<file path="config.mk">
export PLATFORM = sky130hd
export DESIGN_NAME = sacc_controller
export DESIGN_NICKNAME = d
export VERILOG_FILES = /design/src/rtl/sacc_pkg.sv /design/src/rtl/sacc_controller.sv
export VERILOG_INCLUDE_DIRS = /design/src /design/src/rtl
export SDC_FILE = /design/constraint.sdc
export NUM_CORES = 1
export LEC_CHECK = 0
export ABC_AREA = 1
export BUFFER_PORTS_ARGS = -buffer_cell sky130_fd_sc_hd__buf_2
export CAP_MARGIN = 30
export CORE_MARGIN = 10
export CORE_UTILIZATION = 44
export DETAILED_ROUTE_END_ITERATION = 7
export PLACE_DENSITY = 0.85
export SLEW_MARGIN = 40
export SYNTH_ARGS = -nofsm -noshare
export SYNTH_HDL_FRONTEND = slang
export SYNTH_SLANG_ARGS = --single-unit
export TNS_END_PERCENT = 5
</file>
<file path="constraint.sdc">
create_clock -name clock -period 2 [get_ports clock]
set_input_delay 0.1 -clock clock [delete_from_list [all_inputs] [get_ports clock]]
set_output_delay 0.1 -clock clock [all_outputs]
set_load 0.02 [all_outputs]
</file>
<file path="src/rtl/set_assoc_cache_controller_top_assert.svh">
// ----------------------------------------------------------------------------
// Cache controller assertion macros
// Property wrappers on the shared clock and reset of the cache controller.
// ----------------------------------------------------------------------------
`ifndef SET_ASSOC_CACHE_CONTROLLER_TOP_ASSERT_SVH
`define SET_ASSOC_CACHE_CONTROLLER_TOP_ASSERT_SVH

// same-cycle implication
`define SACC_ASSERT_IMPL(name, ante, cons, msg) \
   name: assert property (@(posedge clock) disable iff (reset) (ante) |-> (cons)) \
      else $error(msg);

// next-cycle implication
`define SACC_ASSERT_NEXT(name, ante, cons, msg) \
   name: assert property (@(posedge clock) disable iff (reset) (ante) |=> (cons)) \
      else $error(msg);

`endif

</file>
<file path="src/rtl/sacc_pkg.sv">
// ----------------------------------------------------------------------------
// Cache controller package
// Geometry constants, codes and the command/status bundles between the
// controller and the datapath.
// ----------------------------------------------------------------------------
`timescale 1ns / 1ps

package sacc_pkg;

   localparam int MAX_WAYS   = 8;
   localparam int WAY_W      = 3;
   localparam int WCNT_W     = 4;
   localparam int MAX_SETS   = 64;
   localparam int SET_W      = 6;
   localparam int WORD_W     = 3;
   localparam int USE_W      = 8;
   localparam int AGE_W      = 3;
   localparam int TAG_W      = 30;
   localparam int DADDR_W    = SET_W + WAY_W + WORD_W;
   localparam int CSR_IDX_W  = 3;
   localparam int CSR_DATA_W = 4;

   localparam logic [AGE_W-1:0] AGE_MAX = 3'd7;
   localparam logic [USE_W-1:0] USE_MAX = 8'hFF;

   localparam logic [1:0] ACT_READ  = 2'd0;
   localparam logic [1:0] ACT_WRITE = 2'd1;
   localparam logic [1:0] ACT_FILL  = 2'd2;
   localparam logic [1:0] ACT_BAD   = 2'd3;

   localparam logic [2:0] KIND_READ   = 3'd0;
   localparam logic [2:0] KIND_MWRITE = 3'd1;
   localparam logic [2:0] KIND_BREQ   = 3'd2;
   localparam logic [2:0] KIND_ACK    = 3'd3;
   localparam logic [2:0] KIND_ERR    = 3'd4;

   localparam logic [CSR_IDX_W-1:0] CSR_WAYS  = 3'd0;
   localparam logic [CSR_IDX_W-1:0] CSR_BLOCK = 3'd1;
   localparam logic [CSR_IDX_W-1:0] CSR_SETS  = 3'd2;
   localparam logic [CSR_IDX_W-1:0] CSR_REPL  = 3'd3;
   localparam logic [CSR_IDX_W-1:0] CSR_WPOL  = 3'd4;

   localparam logic [1:0] RP_RANDOM = 2'd0;
   localparam logic [1:0] RP_LFU    = 2'd2;

   typedef enum logic [1:0] {ASEL_ZERO, ASEL_REQ, ASEL_BLOCK, ASEL_STRM} addr_sel_type;
   typedef enum logic [1:0] {MOP_HIT, MOP_FILL, MOP_CLEAN} meta_op_type;
   typedef enum logic [1:0] {DR_HIT, DR_PEND, DR_STRM} dread_type;
   typedef enum logic [1:0] {DW_CPU, DW_FILL, DW_PEND} dwrite_type;

   typedef struct packed {
      logic [MAX_WAYS-1:0][USE_W-1:0] uses;
      logic [MAX_WAYS-1:0][AGE_W-1:0] age;
      logic [MAX_WAYS-1:0]            dirty;
      logic [MAX_WAYS-1:0]            valid;
   } meta_row_type;

   typedef struct packed {
      logic         idle;
      logic         capture;
      logic         emit;
      logic [2:0]   kind;
      logic         last;
      logic         hit;
      addr_sel_type asel;
      logic         dsel_mem;
      logic         dsel_wd;
      logic         meta_we;
      meta_op_type  meta_op;
      logic         dwe;
      dwrite_type   dwop;
      dread_type    drop;
      logic         cap_way;
      logic         lfsr_step;
      logic         mod_start;
      logic         mod_step;
      logic         str_clr;
      logic         str_inc;
      logic         strm_wb;
      logic         pend_set;
      logic         pend_bypass;
      logic         pend_clr;
      logic         fill_inc;
   } cmd_type;

   typedef struct packed {
      logic err;
      logic fill;
      logic p_bypass;
      logic p_write;
      logic fill_done;
      logic bypass;
      logic act_write;
      logic wp;
      logic hit;
      logic hit_held;
      logic need_rand;
      logic vic_dirty;
      logic str_last;
      logic mod_done;
   } status_type;

endpackage

</file>
<file path="src/rtl/sacc_controller.sv">
// ----------------------------------------------------------------------------
// Cache controller sequencer
// Steps each accepted item through lookup, victim choice, write-back,
// write-through streaming and fill completion.
// ----------------------------------------------------------------------------
`timescale 1ns / 1ps

`include "set_assoc_cache_controller_top_assert.svh"

module sacc_controller import sacc_pkg::*; (
   input  logic       clock,
   input  logic       reset,
   input  logic       start,
   input  status_type st,
   output cmd_type    cmd,
   output logic       busy
);

   typedef enum logic [3:0] {
      S_IDLE, S_EVAL, S_FIN, S_MOD, S_VIC, S_WB, S_REQ, S_WT, S_ACK
   } state_type;

   state_type state_ff;
   state_type state_in;

   always_ff @(posedge clock) begin
      if (reset) begin
         state_ff <= S_IDLE;
      end else begin
         state_ff <= state_in;
      end
   end

   always_comb begin
      cmd      = '0;
      state_in = state_ff;
      cmd.idle = (state_ff == S_IDLE);
      unique case (state_ff)
         S_IDLE: begin
            if (start) begin
               cmd.capture = 1'b1;
               state_in    = S_EVAL;
            end
         end
         S_EVAL: begin
            if (st.err) begin
               cmd.emit = 1'b1; cmd.kind = KIND_ERR; cmd.last = 1'b1;
               state_in = S_IDLE;
            end else if (st.fill) begin
               if (st.p_bypass) begin
                  cmd.emit = 1'b1; cmd.kind = KIND_READ; cmd.last = 1'b1;
                  cmd.dsel_wd  = 1'b1;
                  cmd.pend_clr = 1'b1;
                  state_in = S_IDLE;
               end else begin
                  cmd.dwe = 1'b1; cmd.dwop = DW_FILL;
                  cmd.fill_inc = 1'b1;
                  if (st.fill_done) begin
                     cmd.meta_we = 1'b1; cmd.meta_op = MOP_FILL;
                     cmd.pend_clr = 1'b1;
                     state_in = S_FIN;
                  end else begin
                     state_in = S_IDLE;
                  end
               end
            end else if (st.bypass) begin
               cmd.cap_way = 1'b1;
               if (st.act_write) begin
                  cmd.emit = 1'b1; cmd.kind = KIND_MWRITE;
                  cmd.asel = ASEL_REQ; cmd.dsel_wd = 1'b1;
                  state_in = S_ACK;
               end else begin
                  cmd.pend_set = 1'b1; cmd.pend_bypass = 1'b1;
                  cmd.emit = 1'b1; cmd.kind = KIND_BREQ; cmd.asel = ASEL_REQ;
                  cmd.last = 1'b1;
                  state_in = S_IDLE;
               end
            end else begin
               cmd.cap_way = 1'b1;
               if (st.hit) begin
                  cmd.meta_we = 1'b1; cmd.meta_op = MOP_HIT;
                  if (st.act_write) begin
                     cmd.dwe = 1'b1; cmd.dwop = DW_CPU;
                     if (st.wp) begin
                        cmd.emit = 1'b1; cmd.kind = KIND_ACK; cmd.hit = 1'b1;
                        cmd.last = 1'b1;
                        state_in = S_IDLE;
                     end else begin
                        cmd.str_clr = 1'b1;
                        state_in = S_WT;
                     end
                  end else begin
                     cmd.drop = DR_HIT;
                     cmd.emit = 1'b1; cmd.kind = KIND_READ; cmd.dsel_mem = 1'b1;
                     cmd.hit = 1'b1; cmd.last = 1'b1;
                     state_in = S_IDLE;
                  end
               end else if (st.act_write && !st.wp) begin
                  cmd.emit = 1'b1; cmd.kind = KIND_MWRITE;
                  cmd.asel = ASEL_REQ; cmd.dsel_wd = 1'b1;
                  state_in = S_ACK;
               end else if (st.need_rand) begin
                  cmd.lfsr_step = 1'b1;
                  cmd.mod_start = 1'b1;
                  state_in = S_MOD;
               end else begin
                  state_in = S_VIC;
               end
            end
         end
         S_MOD: begin
            cmd.mod_step = 1'b1;
            if (st.mod_done) begin
               state_in = S_VIC;
            end
         end
         S_VIC: begin
            if (st.vic_dirty) begin
               cmd.meta_we = 1'b1; cmd.meta_op = MOP_CLEAN;
               cmd.str_clr = 1'b1;
               state_in = S_WB;
            end else begin
               cmd.pend_set = 1'b1;
               cmd.emit = 1'b1; cmd.kind = KIND_BREQ; cmd.asel = ASEL_BLOCK;
               cmd.last = 1'b1;
               state_in = S_IDLE;
            end
         end
         S_WB: begin
            cmd.drop = DR_STRM; cmd.strm_wb = 1'b1;
            cmd.emit = 1'b1; cmd.kind = KIND_MWRITE;
            cmd.asel = ASEL_STRM; cmd.dsel_mem = 1'b1;
            if (st.str_last) begin
               state_in = S_REQ;
            end else begin
               cmd.str_inc = 1'b1;
            end
         end
         S_REQ: begin
            cmd.pend_set = 1'b1;
            cmd.emit = 1'b1; cmd.kind = KIND_BREQ; cmd.asel = ASEL_BLOCK;
            cmd.last = 1'b1;
            state_in = S_IDLE;
         end
         S_WT: begin
            cmd.drop = DR_STRM;
            cmd.emit = 1'b1; cmd.kind = KIND_MWRITE;
            cmd.asel = ASEL_STRM; cmd.dsel_mem = 1'b1;
            if (st.str_last) begin
               state_in = S_ACK;
            end else begin
               cmd.str_inc = 1'b1;
            end
         end
         S_ACK: begin
            cmd.emit = 1'b1; cmd.kind = KIND_ACK; cmd.hit = st.hit_held;
            cmd.last = 1'b1;
            state_in = S_IDLE;
         end
         S_FIN: begin
            cmd.emit = 1'b1; cmd.last = 1'b1;
            if (st.p_write) begin
               cmd.dwe = 1'b1; cmd.dwop = DW_PEND;
               cmd.kind = KIND_ACK;
            end else begin
               cmd.drop = DR_PEND;
               cmd.kind = KIND_READ; cmd.dsel_mem = 1'b1;
            end
            state_in = S_IDLE;
         end
         default: state_in = S_IDLE;
      endcase
   end

   assign busy = (state_ff != S_IDLE);

   `SACC_ASSERT_NEXT(a_accept_eval, state_ff == S_IDLE && start, state_ff == S_EVAL, "accepted beat did not reach evaluation")
   `SACC_ASSERT_NEXT(a_last_idle, cmd.emit && cmd.last, state_ff == S_IDLE, "final beat did not release the block")
   `SACC_ASSERT_NEXT(a_wb_req, state_ff == S_WB && st.str_last, state_ff == S_REQ, "write-back did not end in a block request")

endmodule

</file>
* After elaboration in Yosys (flattened, before gate mapping)
Cells that the tools add are included.
Operators by class: div/mod/pow operators 0, bitwise operators 0, $mul 0, mux-type cells 94, eq/ne operators 12, $add $sub $neg 0, magnitude comparators 0, shift-type cells 0, reductions and logical operators 7
Operator list (count):
- 4-bit 2-to-1 mux | 15
- 4-bit one-hot mux with 6 select lines | 2
- 1-bit 2-to-1 mux | 32
- 3-bit 2-to-1 mux | 10
- 5-bit 2-to-1 mux | 6
- 2-bit 2-to-1 mux | 13
- 6-bit 2-to-1 mux | 3
- 4-bit by 3-bit == test with 1-bit output (second input constant) | 4
- 16-bit 2-to-1 mux | 1
- 8-bit 2-to-1 mux | 2
- 3-bit one-hot mux with 2 select lines | 2
- 1-bit one-hot mux with 3 select lines | 3
- 4-bit by 2-bit == test with 1-bit output (second input constant) | 2
- 2-bit != test (second input constant) | 4
- 2-bit one-hot mux with 4 select lines | 1
- 7-bit 2-to-1 mux | 1
- 2-bit one-hot mux with 3 select lines | 1
- 4-bit by 1-bit == test with 1-bit output (second input constant) | 1
- 4-bit == test (second input constant) | 1
- 4-bit zero test | 1
- 1-bit one-hot mux with 2 select lines | 2
- 4-bit AND reduction | 1
- 4-bit nonzero test | 1
- 3-bit OR reduction | 1
- 3 further kinds | 3
Word-level totals: bits in registers 4, output and inout bits 32, memories kept 0, word-level logic and storage cells 114, memory bits (writable) 0, memory bits (read-only) 0, latch bits 0

* Depth between registers and ports, before layout
Gate-level depths: netlist of the first run.
depth after elaboration 8, mapped depth 9, mapped depth without buffers 9

* Worst setup path after synthesis of the first run
No wires, ideal clock.
path type reg2out, start point reg state_ff[0], end point out cmd[16] in the netlist's numbering, buffers on the path 0, slack 0.516 ns, arrival 1.384 ns, data required time 1.900 ns, cell stages (with the launch flop) 5, cells stage by stage dfxtp_1 inv_2 nor2_4 nand2_1 nor4_1
RTL lines:
- start: declaration | RTL line sacc_controller.sv:23 | state_type state_ff;
- start signal: assignment | RTL line sacc_controller.sv:30 | state_ff <= state_in;
- end: declaration | RTL line sacc_controller.sv:15 | output cmd_type cmd,

==> out/metrics.cfg, run 1 <==
[logic_synthesis]
synth_seq_area_share=0.114
synthTopCellsByArea=nand2_1 (15%), dfxtp_1 (11%), inv_1 (11%)
ys_types=25
syn_inst=134
ys_seq_elements=4
yosys_warnings=0
avgSynthCellArea_um2=5.25
syn-num-nets=151
yosys.area.top_type_share=0.155
yosysTopAreaCell=nand2_1
syn_area_um2=703

[critical_path]
crit_slowest_cell=dfxtp_1
crit_type=reg2out
crit_chain=nor2_4 -> nand3_1 -> o21ai_0 -> inv_1 -> o211ai_1 -> buf_2
worst_path_largest_cell_delay_ps=330
critPathLaunchType=flop
path_buf_inv=2
crit_arrival_ps=1570
worstPathRequired_ps=1900
critPathMaxFanout=7
cp-end-kind=output port
path_delay_family=simple AND/OR/NAND/NOR gates

[final_layout]
synthToLayoutAreaGrowth_pct=37.5
reg_top3=state_ff (4)
postLayoutCoreUtil=0.642
regMostFlops=state_ff
nets=201
drive_gt1_frac=0.368
num_antenna_cells=0
finalInstanceArea_um2=967
largest_register_ffs=4
final_cells=198

[sta]
fmax_mhz=598
period_share=0.837
timing.slew.headroom=0.793
finalClockSkew_ps=0.370
layout_setup_ws_ps=327
timing.hold.ws_ps=95.2
fin_crit_ps=1670
drv_slew=0
tightest_slew_ps=309
hold_violations=0
rsz0062_at_grt=no
tns_ps=0
setup_viol=0

[global_route]
grt_max_degree=9
use_met3=0.0466
met2_usage=0.225
grt_busiest_layer=met2
overflow=0
grt_pass1_vias=918
antenna_found_initial=0
grt.total_usage=0.129
grt_pass1_wl_mm=3.84
grt_util_met1=0.148

[floorplanning]
initial_utilization=0.467
core_area_um2=1510
die-area_um2=3600
rows=14
io_pins=49
die_x_um=60.0
die_h_um=60.0

[placed_design]
place_ws_ps=578
io_buffer_count=48
placedInstanceArea_um2=945
dpl.hpwl_mm=2.16
gp_congestion=0.871
place_inst=195

[clock_tree]
cts_hold_buf=0
cts_root_buffer=clkbuf_4
clkSlewWorstSetupHoldPaths_ps=40
cts_resized=0
numCtsBuffers=3
cts_buffer_depth=2
htreeDepth=1
post-cts-setup-buffer-count=0
cts_sinks=4
clk_latency_ps=230
cts_tree=yes

[route]
routed_wl_mm=2.49
drtPass1Iterations=4
wl_per_cell_um=12.6
ant_nets=0
drt_iter0_drc=36
vias=1021
viasPerCell=5.16
drc=0

[power_and_ir_drop]
vdd_drop_max_uv=293
p_per_area_nw_per_um2=368
power.total_mw=0.356
leakage_nw=0.631

[flow_run]
maxCapViolations=0

[hold_path]
hp-class=in2reg

[status]
outcome=complete, no violations

-- final timing paths --
check,start,endpoint,slack (ps),cells past startpoint
worst max register to register,state_ff[0]$_SDFFE_PP0P_,state_ff[3]$_SDFFE_PP0P_,710,6
worst min-delay path,reset,state_ff[1]$_SDFFE_PP0P_,100,2
worst min register to register,state_ff[0]$_SDFFE_PP0P_,state_ff[3]$_SDFFE_PP0P_,570,2
worst max-delay path,state_ff[2]$_SDFFE_PP0P_,cmd[26],330,6
-- cells by family after synthesis --
logic type,count (synthesis),synth area share
buffers and inverters,31,0.176
AO/OA/AOI/OAI,24,0.206
flip-flops,4,0.114
AND/OR/NAND/NOR,75,0.504
-- layout by cell type (no fill, tap or decap), drive strengths merged --
| cell type | synthesis | layout |
|---|---|---|
| nor2 | 23 | 23 |
| nand4 | 3 | 3 |
| a21boi | 1 | 1 |
| a211oi | 2 | 2 |
| o32ai | 1 | 1 |
| nor4 | 1 | 1 |
| dfxtp | 4 | 4 |
| inv | 28 | 28 |
| nand3 | 14 | 14 |
| clkbuf | 1 | 3 |
| nand2 | 30 | 30 |
| nor3 | 3 | 3 |
| a21oi | 8 | 8 |
| o211ai | 2 | 2 |
| o21ai | 10 | 10 |
| buf | 2 | 48 |
| nand3b | 1 | 1 |
-- synthesized netlist by cell type (all sizes together) --
cell type	instances
nor4	1
a21oi	8
nor3	3
dfxtp	4
nand3b	1
nand2	30
o211ai	2
a21boi	1
nand3	14
o21ai	10
buf	2
a211oi	2
inv	28
clkbuf	1
nor2	23
o32ai	1
nand4	3
-- where the power goes --
group / switching (mW) / leakage, nW / total (mW) / internal (mW)
clock: 0.0311 / 0.0138 / 0.0981 / 0.0670
sequential: 0.00474 / 0.0325 / 0.0880 / 0.0833
combinational: 0.115 / 0.585 / 0.170 / 0.0543
-- layout make-up --
class / instances / area (um2)
clock buffer: 3 / 22.5
sequential: 4 / 80.1
fill: 161 / 539
multi-input combinational: 99 / 499
timing repair buffer: 48 / 240
tap: 16 / 20.0
inverter: 28 / 105
-- per-layer routing --
layer,share of wire,wire length [um]
met5,0,0
met4,0.0072,18
met3,0.075,186
met2,0.48,1200
met1,0.44,1090
Power figures use the tool's default switching activity.
==> inputs of run 2 (changes only) <==
- CORE_UTILIZATION: 44 -> 37
- PLACE_DENSITY: 0.85 -> 0.76
- clock period: 2 -> 1.4 ns (I/O delays scaled with it)
==> out/metrics.cfg, run 2 (synthesized netlist as in run 1, its figures left out) <==
[flow_run]
maxCapViolations=0  ; unchanged

[critical_path]
crit_chain=inv_6 -> nor2_4 -> nand3_4 -> inv_4 -> o211ai_1 -> nand3_1 -> buf_6
crit_arrival_ps=1450  ; -120 ps
critPathLaunchType=flop
worst_path_largest_cell_delay_ps=390  ; +60 ps
critPathMaxFanout=6  ; -1
cp-end-kind=output port
worst-r2r-cell-count=8  ; +2
timing.critical_path.from=state_ff[0]$_SDFFE_PP0P_
r2r_slack_ps=50  ; -660 ps
path_delay_family=simple AND/OR/NAND/NOR gates
rr_endpoint=state_ff[1]$_SDFFE_PP0P_
r2r_start=state_ff[2]$_SDFFE_PP0P_
crit_type=reg2out
worstPathRequired_ps=1330  ; -570 ps
path_buf_inv=3  ; +1
setup.worst_path.end=cmd[25]
crit_slowest_cell=dfxtp_4
cp.depth=7  ; +1

[floorplanning]
die_h_um=63.6  ; +6.0%
io_pins=49  ; unchanged
rows=15  ; +1
die_x_um=63.6  ; +6.0%
initial_utilization=0.399  ; -0.0682
die-area_um2=4040  ; +12%
core_area_um2=1760  ; +17%

[sta]
rsz0062_at_grt=yes
setup_viol=19  ; +19
fmax_mhz=657
layout_setup_ws_ps=-123  ; -450 ps
tightest_slew_ps=556  ; +246 ps
timing.slew.headroom=0.626  ; -0.168
period_share=1.09
drv_slew=0  ; unchanged
hold_violations=0  ; unchanged
finalClockSkew_ps=9.55  ; +9.18 ps
fin_crit_ps=1520

[final_layout]
final_common_cell=nand2_1
synthToLayoutAreaGrowth_pct=80.4
reg_top3=state_ff (4)
layout_common_cells=nand2_1 (28), buf_2 (26), buf_4 (26)
postLayoutCoreUtil=0.719  ; +0.0771
drive_gt1_frac=0.518  ; +0.150
num_antenna_cells=0  ; unchanged
largest_register_ffs=4  ; unchanged
n_fill_cell=161  ; unchanged
final_cells=218  ; +10%
regMostFlops=state_ff
finalInstanceArea_um2=1270  ; +31%
nets=212  ; +5.5%

[clock_tree]
cts_hold_buf=0  ; unchanged
cts_sinks=4  ; unchanged
clk_latency_ps=240  ; about the same
numCtsBuffers=3  ; unchanged
cts_root_buffer=clkbuf_4
clkSlewWorstSetupHoldPaths_ps=40  ; about the same
cts_buffer_depth=2  ; unchanged
htreeDepth=1  ; unchanged
cts_tree=yes

[route]
vias=1104  ; +8.1%
drc=0  ; unchanged
ant_nets=0  ; unchanged
wl_per_cell_um=15.3  ; +22%
viasPerCell=5.06  ; -1.8%
routed_wl_mm=3.34  ; +34%
drt_iter0_drc=57  ; +58%
drtPass1Iterations=4  ; unchanged

[global_route]
grt_max_degree=9  ; unchanged
antenna_found_initial=0  ; unchanged
grt_pass1_vias=1121  ; +22%
overflow=0  ; unchanged
grt_pass1_wl_mm=5.13  ; +33%
grt.total_usage=0.151  ; +0.0221

[placed_design]
gp_congestion=0.930  ; +6.7%
placedInstanceArea_um2=986  ; +4.4%
place_inst=208  ; +6.7%
place_ws_ps=58.6  ; -520 ps
io_buffer_count=48  ; unchanged
dpl.hpwl_mm=2.32  ; +7.6%

[power_and_ir_drop]
leakage_nw=0.706  ; +12%
p_per_area_nw_per_um2=492  ; +34%
vdd_drop_max_uv=325  ; +11%

[hold_path]
hp-class=in2reg

[status]
violations=negative setup slack
outcome=finished, violations left

==> run 2: cell types whose count changed in the layout (fill, tap and decap cells not counted), sizes merged <==
cell / before / now
buf: 48 / 59
==> run 2: worst min path at each step <==
stage                     cells past startpoint                  endpoint  start  slack [ps]
after global placement                        2  state_ff[1]$_SDFFE_PP0P_  reset         300
after global routing                          2  state_ff[2]$_SDFFE_PP0P_  reset          40
after CTS                                     2  state_ff[3]$_SDFFE_PP0P_  reset          50
after detailed placement                      2  state_ff[1]$_SDFFE_PP0P_  reset         290
after floorplan                               1  state_ff[0]$_SDFFE_PP0P_  reset         140
final                                         2  state_ff[2]$_SDFFE_PP0P_  reset          40
==> run 2: metrics by stage <==
stage | hold WS (ps) | TNS [ps] | power, mW
2_1_floorplan | 139 | -100 | 0.285
3_3_place_gp | 298 | 0 | 0.378
3_5_place_dp | 292 | 0 | 0.382
4_1_cts | 47.1 | -593 | 0.578
5_1_grt | 39.2 | -2450 | 0.659
6_report | 40.5 | -1050 | 0.625
==> run 2: timing repair <==
item / CTS / global route
gates resized for setup: 42 / 25
setup endpoints to repair: 16 / 28
buffers inserted: 4 / 3
pin swaps: 3 / 7
==> run 2: final cells by class <==
class                           count  area, um2  area share
Multi-Input combinational cell     99        606       0.477
Timing Repair Buffer               59        404       0.319
Inverter                           28        115      0.0907
Sequential cell                     4       90.1      0.0710
Tap cell                           25       31.3      0.0247
Clock buffer                        3       22.5      0.0178
==> run 2: power breakdown <==
group | leakage (nW) | internal (mW) | switching (mW)
registers | 0.0349 | 0.118 | 0.0108
logic | 0.657 | 0.135 | 0.213
clock network | 0.0138 | 0.0962 | 0.0514
total | 0.706 | 0.349 | 0.275
==> run 2: metal layers <==
metal	up-vias	global-route usage	routed length, um
met5	-	0	0
met1	485	0.145	1280
li1	554	-	-
met2	56	0.289	1720
met3	9	0.0442	250
met4	0	0.0628	87
==> inputs of run 3 (changes only) <==
- REMOVE_ABC_BUFFERS: default -> 1
- SETUP_SLACK_MARGIN: default -> 0.02
==> out/metrics.cfg, run 3 (synthesized netlist as in run 1, its figures left out) <==
[sta]
finalClockSkew_ps=4.93  ; -4.62 ps
setup_viol=21  ; +2
rsz0062_at_grt=yes
fmax_mhz=642  ; -2.3%
tightest_slew_ps=290  ; -266 ps
period_share=1.11  ; +0.0251
layout_setup_ws_ps=-158  ; -35.1 ps
timing.slew.headroom=0.805  ; +0.179
drv_slew=0  ; unchanged
fin_crit_ps=1560  ; +35.1 ps
hold_violations=0  ; unchanged
timing.hold.ws_ps=50.9  ; +10.4 ps
tns_ps=-2010  ; -966 ps

[global_route]
overflow=0  ; unchanged
grt.total_usage=0.132  ; -0.0187
antenna_found_initial=0  ; unchanged
grt_pass1_vias=1085  ; -3.2%
grt_pass1_wl_mm=4.58  ; -11%
grt_max_degree=9  ; unchanged

[final_layout]
layout_common_cells=nand2_1 (28), buf_2 (26), buf_4 (21)
nets=214  ; +0.94%
drive_gt1_frac=0.523  ; +0.00494
reg_top3=state_ff (4)
final_common_cell=nand2_1
num_antenna_cells=0  ; unchanged
largest_register_ffs=4  ; unchanged
postLayoutCoreUtil=0.733  ; +0.0135
final_cells=220  ; +0.92%
synthToLayoutAreaGrowth_pct=83.8
finalInstanceArea_um2=1290  ; +1.9%
regMostFlops=state_ff

[clock_tree]
cts_sinks=4  ; unchanged
numCtsBuffers=3  ; unchanged
cts_root_buffer=clkbuf_4
htreeDepth=1  ; unchanged
cts_tree=yes
clkSlewWorstSetupHoldPaths_ps=40  ; about the same
cts_buffer_depth=2  ; unchanged
clk_latency_ps=240  ; about the same

[floorplanning]
io_pins=49  ; unchanged
die-area_um2=4040  ; unchanged
rows=15  ; unchanged
initial_utilization=0.399  ; unchanged
core_area_um2=1760  ; unchanged
die_h_um=63.6  ; unchanged
die_x_um=63.6  ; unchanged

[route]
routed_wl_mm=3.38  ; +1.3%
drtPass1Iterations=4  ; unchanged
drc=0  ; unchanged
drt_iter0_drc=73  ; +28%
viasPerCell=5.23  ; +3.3%
vias=1151  ; +4.3%
wl_per_cell_um=15.4  ; +0.37%
ant_nets=0  ; unchanged

[status]
violations=negative setup slack
outcome=finished, violations left

[hold_path]
whs_endpoint=state_ff[2]$_SDFFE_PP0P_
whs_path_depth=2  ; unchanged
hp-class=in2reg
hp-start=reset

[critical_path]
worst_path_largest_cell_delay_ps=380  ; about the same
worstPathRequired_ps=1330  ; about the same
worst-r2r-cell-count=8  ; unchanged
critPathLaunchType=flop
critPathMaxFanout=8  ; +2
crit_chain=nor2_2 -> nand3_1 -> o21ai_2 -> inv_1 -> o211ai_1 -> buf_4
rr_endpoint=state_ff[0]$_SDFFE_PP0P_
cp-end-kind=output port
crit_type=reg2out
crit_slowest_cell=dfxtp_2
r2r_start=state_ff[2]$_SDFFE_PP0P_
crit_arrival_ps=1490  ; +40 ps
path_buf_inv=2  ; -1
path_delay_family=simple AND/OR/NAND/NOR gates
r2r_slack_ps=-20  ; -70 ps

[power_and_ir_drop]
power.total_mw=0.615  ; -1.5%
leakage_nw=0.719  ; +1.9%
p_per_area_nw_per_um2=476  ; -3.3%
vdd_drop_max_uv=522  ; +61%

[placed_design]
gp_congestion=0.934  ; +0.48%
dpl.hpwl_mm=2.32  ; -0.11%
place_inst=208  ; unchanged
place_ws_ps=66.6  ; +7.94 ps
io_buffer_count=48  ; unchanged
placedInstanceArea_um2=986  ; unchanged

[flow_run]
maxCapViolations=0  ; unchanged

==> run 3: how the worst max path moves through the flow <==
stage / to / slack [ps] / cells past startpoint / start
floorplan: cmd[16] / -50 / 4 / state_ff[0]$_SDFFE_PP0P_
global placement: cmd[26] / 80 / 6 / state_ff[2]$_SDFFE_PP0P_
detailed placement: cmd[26] / 70 / 6 / state_ff[2]$_SDFFE_PP0P_
CTS: cmd[3] / -110 / 5 / state_ff[3]$_SDFFE_PP0P_
global route: cmd[24] / -230 / 7 / state_ff[2]$_SDFFE_PP0P_
finish: cmd[26] / -160 / 6 / state_ff[1]$_SDFFE_PP0P_
==> run 3: area by class of cell <==
| type | count | area [um2] |
|---|---|---|
| Fill cell | 142 | 472 |
| Multi-Input combinational cell | 99 | 593 |
| Sequential cell | 4 | 90.1 |
| Tap cell | 25 | 31.3 |
| Inverter | 28 | 110 |
| Clock buffer | 3 | 22.5 |
| Timing Repair Buffer | 61 | 445 |
==> run 3: power breakdown <==
part	leakage (nW)	switching, mW	internal, mW	total, mW
Sequential	0.0349	0.00796	0.118	0.126
Combinational	0.670	0.211	0.133	0.344
Clock	0.0138	0.0493	0.0960	0.145
==> run 3: per-layer routing <==
layer  part of all wire  up-vias  global-route usage
met5                  0        -                   0
met4              0.035        0              0.0929
met3              0.080       13              0.0300
met2               0.51       69               0.225
met1               0.38      513               0.141
li1                   -      556                   -
==> run 3: repair_timing <==
| action | in CTS | in global routing |
|---|---|---|
| setup buffers | 4 | 5 |
| pin swaps | 3 | 6 |
| endpoints found under the setup margin | 19 | 27 |
| resized for setup | 22 | 49 |
| hold buffers | 0 | 0 |
